<file path="config.mk">
export PLATFORM = sky130hd
export DESIGN_NAME = pmc_ram
export DESIGN_NICKNAME = d
export VERILOG_FILES = /design/src/hdl/pmc_ram.sv
export SDC_FILE = /design/constraint.sdc
export NUM_CORES = 1
export LEC_CHECK = 0
export BUFFER_PORTS_ARGS = -buffer_cell sky130_fd_sc_hd__buf_2
export CAP_MARGIN = 10
export CORE_MARGIN = 10
export CORE_UTILIZATION = 54
export CTS_CLUSTER_DIAMETER = 120
export CTS_CLUSTER_SIZE = 25
export DETAILED_ROUTE_END_ITERATION = 8
export GPL_TIMING_DRIVEN = 0
export PLACE_DENSITY = 0.73
export SETUP_SLACK_MARGIN = 0.2
export SYNTH_ARGS = -nofsm -noshare
export SYNTH_HDL_FRONTEND = slang
export SYNTH_SLANG_ARGS = --single-unit
</file>
<file path="constraint.sdc">
create_clock -name clk -period 1.7 [get_ports clk]
set_input_delay 0.255 -clock clk [delete_from_list [all_inputs] [get_ports clk]]
set_output_delay 0.255 -clock clk [all_outputs]
set_load 0.01 [all_outputs]
</file>
<file path="src/hdl/pmc_ram.sv">
// Generic single-clock RAM: one write and one read port, registered read data.
// Used by the maze carver for grid rows and the frontier list; no dependencies.
module pmc_ram #(
  parameter int WIDTH = 8,
  parameter int DEPTH = 16,
  localparam int AW = $clog2(DEPTH)
) (
  input  logic             clk,
  input  logic             we,
  input  logic [AW-1:0]    waddr,
  input  logic [WIDTH-1:0] wdata,
  input  logic             re,
  input  logic [AW-1:0]    raddr,
  output logic [WIDTH-1:0] rdata
);

  logic [WIDTH-1:0] mem [DEPTH];

  always_ff @(posedge clk) begin
    if (we) begin
      mem[waddr] <= wdata;
    end
  end

  always_ff @(posedge clk) begin
    if (re) begin
      rdata <= mem[raddr];
    end
  end

endmodule

</file>
Yosys cells after proc, flatten, opt, wreduce, memory -nomap -nowiden
Memory sizes are Yosys's and may differ from the RTL's. A register that Yosys moved wholly into a read port is not among the register bits.
Index checks and enable logic that the tools add are counted.

operators by class
  multiplexer cells = 2

operators with widths
  kind              number
  2-to-1 mux 1 bit  2

word-level totals
  register bits = 0
  word-level logic and storage cells = 3
  memories kept = 1
  RAM bits = 128

memory list
  memory  depth  bits a word  read ports  clocked after Yosys merged registers in  write ports  line  source
  mem     16     8            1           1                                        1            17    logic [WIDTH-1:0] mem [DEPTH];

Longest topological paths before layout
  depth in word-level cells = 2
  mapped depth = 5
  mapped depth without buffers = 3

Worst setup path before layout
Ideal clock, no wire load.

  kind = input -> register
  start point = in waddr[2]
  end point = mem mem[0][0], enable pin
  setup slack = -0.048 ns
  stages on the path = 2
  data arrival time = 1.365 ns
  library setup time = 0.383 ns
  cell sequence = or3b_2 > nor3_1

RTL lines
  element      line  source
  from (decl)  10    input logic [AW-1:0] waddr,
  to (decl)    17

No word-level cell before the write port.

==> PnR_summary.wiki <==
{| class="wikitable"
! Metric !! Value
|-
| Final hold violations || 0
|-
| Buffering stage count on the worst path with inverters included || 0
|-
| Post-route ant nets || 0
|-
| DRC Markers || 0
|-
| Power share of the sequential group || 48.4%
|-
| Number of diodes || 0
|-
| Fraction of layout cells with a size suffix above 1 || 35.4%
|-
| Latest clock arrival within the worst-skew pair || 510 ps
|-
| Seq cells post-synth || 136
|-
| Clock tree from TritonCTS || yes
|-
| Worst EP required || 1950 ps
|-
| Period utilization || 85.1%
|-
| Vias in the first global route || 2687
|-
| Depth of the CTS H-tree || 4
|-
| Data arrival time of the critical path || 1700 ps
|-
| Aggregate global routing overflow || 0
|-
| Time the worst path needs with I/O delays and setup || 1450 ps
|-
| Post-DP HPWL || 6420 µm
|-
| Growth of design area from synthesis to finish || 18.2%
|-
| Outcome || finished, final reports clean
|-
| Crit path cell chain || mux4_2 > a22oi_2 > nand2_1
|-
| Number of hold-repair buffers added at the cts stage || 0
|-
| Last weighted congestion value of the routability-driven placer || 0.747
|-
| Synth Cell Area || 5230 µm²
|-
| Peak per-stage delay on the critical path || 480 ps
|-
| Kind of cell adding the most delay to the critical path || multiplexers
|-
| Placeable core area || 9330 µm²
|-
| PD cells || 1270 nW/µm²
|-
| Pin count of the biggest net entering global routing || 17
|-
| Ports placed on the boundary || 27
|-
| Cell type with the highest aggregate area in the netlist || edfxtp_1
|-
| Critical setup path kind || reg -> reg
|-
| Number of cells in the finished layout apart from fillers || 417
|-
| Net count after synthesis || 248
|-
| Transition at the pin with the smallest max-transition slack || 1010 ps
|-
| Yosys warnings || 0
|-
| Number of nets in the final layout || 295
|-
| Clock transition at path regs || 60 ps
|-
| Portion of the post-synthesis area used by sequential elements || 78.1%
|-
| Max-slew violations || 0
|-
| CTS buffer count || 17
|-
| Overall die height || 118 µm
|-
| Clock sink total || 136
|-
| Ranking of synthesized cells by area || edfxtp_1, mux4_2, mux4_1
|-
| Fraction of power consumed by combinational cells || 4.8%
|-
| Placed instance count || 386
|-
| Count of buffers from port buffering || 25
|-
| Worst hold path type || in -> reg
|-
| Number of design-rule violations left by the first detailed-router iteration || 290
|-
| Switching Power || 1.56 mW
|-
| Power consumption || 7.85 mW
|-
| Max rail drop VDD || 689 µV
|-
| Fraction of synthesized cell area taken by the top area cell type || 78.1%
|-
| Type of element launching the critical path || flop
|-
| Worst slack, placed || -397 ps
|-
| WL/cell || 25.6 µm
|-
| Initial antenna violation count || 0
|-
| Chip width || 118 µm
|-
| Count of unique library cells instantiated by Yosys || 18
|-
| Post-DR vias/cell || 6.04
|-
| Slowest-stage cell, CP || mux4_2
|-
| Leakage power || 2.05 nW
|-
| Critical-path maximum fanout || 1
|-
| Clock group share of total power || 46.8%
|-
| First-pass GRT wire length || 16500 µm
|-
| Deepest clock path buffer count || 2
|-
| Total cell area at the placement stage || 5550 µm²
|-
| RSZ-0062 raised after global routing || true
|-
| Synthesized instance count || 229
|-
| Number of filler instances in the final layout || 580
|-
| Vias || 2520
|-
| Max transition margin || 32.1%
|-
| Std-Cell Rows || 35
|-
| Routed WL || 10700 µm
|-
| Final WS setup || 254 ps
|-
| Fin Clk Skew || 4.31 ps
|-
| Gr usage total || 15.9%
|-
| Cell-internal power || 6.29 mW
|-
| Starting utilization of the core area || 56.0%
|-
| Switching part of the total power || 19.8%
|-
| Count of max-cap constraint violations || 0
|-
| First-pass DRT Iterations || 4
|-
| Post-Synthesis Mean Instance Area || 22.8 µm²
|-
| Die area || 14000 µm²
|-
| Top achievable clock speed || 0.692 GHz
|-
| Final setup violation count || 0
|-
| Kind of capture point of the worst setup path || flop
|-
| Final Cell Area || 6180 µm²
|-
| Clock root cell || clkbuf_8
|}
[final timing paths]
path                            startpoint    endpoint  slack, ps  cells after the start
worst min-delay path              wdata[6]  mem[12][6]        120                      1
worst max-delay path            mem[11][0]    rdata[0]        250                      3
worst min register to register  mem[15][2]    rdata[2]        760                      3
worst max register to register  mem[11][0]    rdata[0]        250                      3
[layout by cell type (no fill, tap or decap), drive strengths merged, types with 2 or more instances in the layout]
cell type and instances:
clkinvlp 4, nand2b 2, edfxtp 136, buf 35, nor2 13, clkdlybuf4s25 3
mux4 32, nor3 4, nand2 9, clkbuf 17, a22oi 16, bufinv 4
clkinv 6, nand3b 2
[metrics by stage]
step                      TNS [ps]  util [%]  hold slack [ps]
after floorplan                  0         -              354
after global placement      -19280      59.2              632
after detailed placement    -12670      59.5              638
after CTS                        0      66.0              111
after global routing             0      66.3              108
final                            0      66.3              125
[area by class of cell]
cell class              count  area, µm²  share of cell area [%]
plain buffers              10       97.6                    1.58
clock buffers              17        414                    6.70
clock inverters            14        183                    2.96
multi-input cells          83       1100                    17.7
flip-flops and latches    136       4080                    66.1
well taps                 129        161                    2.61
repair buffers             28        145                    2.35
[sequential cells by signal, indices dropped and copies added (netlist names)]
| name | cells |
|---|---|
| mem | 128 |
| rdata | 8 |
[Yosys cell counts]
cell type	n
a22oi_1	16
and2_1	1
and2b_1	1
buf_2	3
buf_4	1
buf_6	3
clkdlybuf4s25_2	3
edfxtp_1	136
mux4_1	14
mux4_2	18
nand2_1	9
nand2b_1	2
nand3_1	1
nand3b_1	2
nor2_1	13
nor2b_1	1
nor3_1	4
or3b_2	1
[what timing repair did]
| action | in CTS | in global routing |
|---|---|---|
| pin swaps | 0 | 0 |
| setup buffers | 0 | 0 |
| hold endpoints to repair | 0 | 0 |
| resized for setup | 6 | 8 |
| endpoints found under the setup margin | 31 | 29 |
[power groups by stage]
stage               logic, mW  clock network (mW)  registers [mW]
floorplan               0.195                   0            3.87
global placement        0.351                   0            3.86
detailed placement      0.360                   0            3.87
CTS                     0.373                3.70            3.80
global route            0.407                3.85            3.80
finish                  0.377                3.67            3.80
[kinds of logic (layout without fill, tap and decap cells)]
group | after synthesis | count (layout) | share of synthesized area (%)
buf+inv | 10 | 69 | 1.65
mux | 32 | 32 | 14.8
simple gates | 35 | 35 | 3.14
flops | 136 | 136 | 78.1
compound gates | 16 | 16 | 2.30
[per-layer routing]
layer | routed length [µm] | up-vias | GRT usage [%]
met5 | 0 | - | 0
met4 | 176 | 0 | 6.03
met3 | 943 | 18 | 4.57
met2 | 5290 | 121 | 25.0
met1 | 4270 | 1307 | 20.7
li1 | - | 1074 | -
No activity file was read; power rests on OpenSTA's default activity.
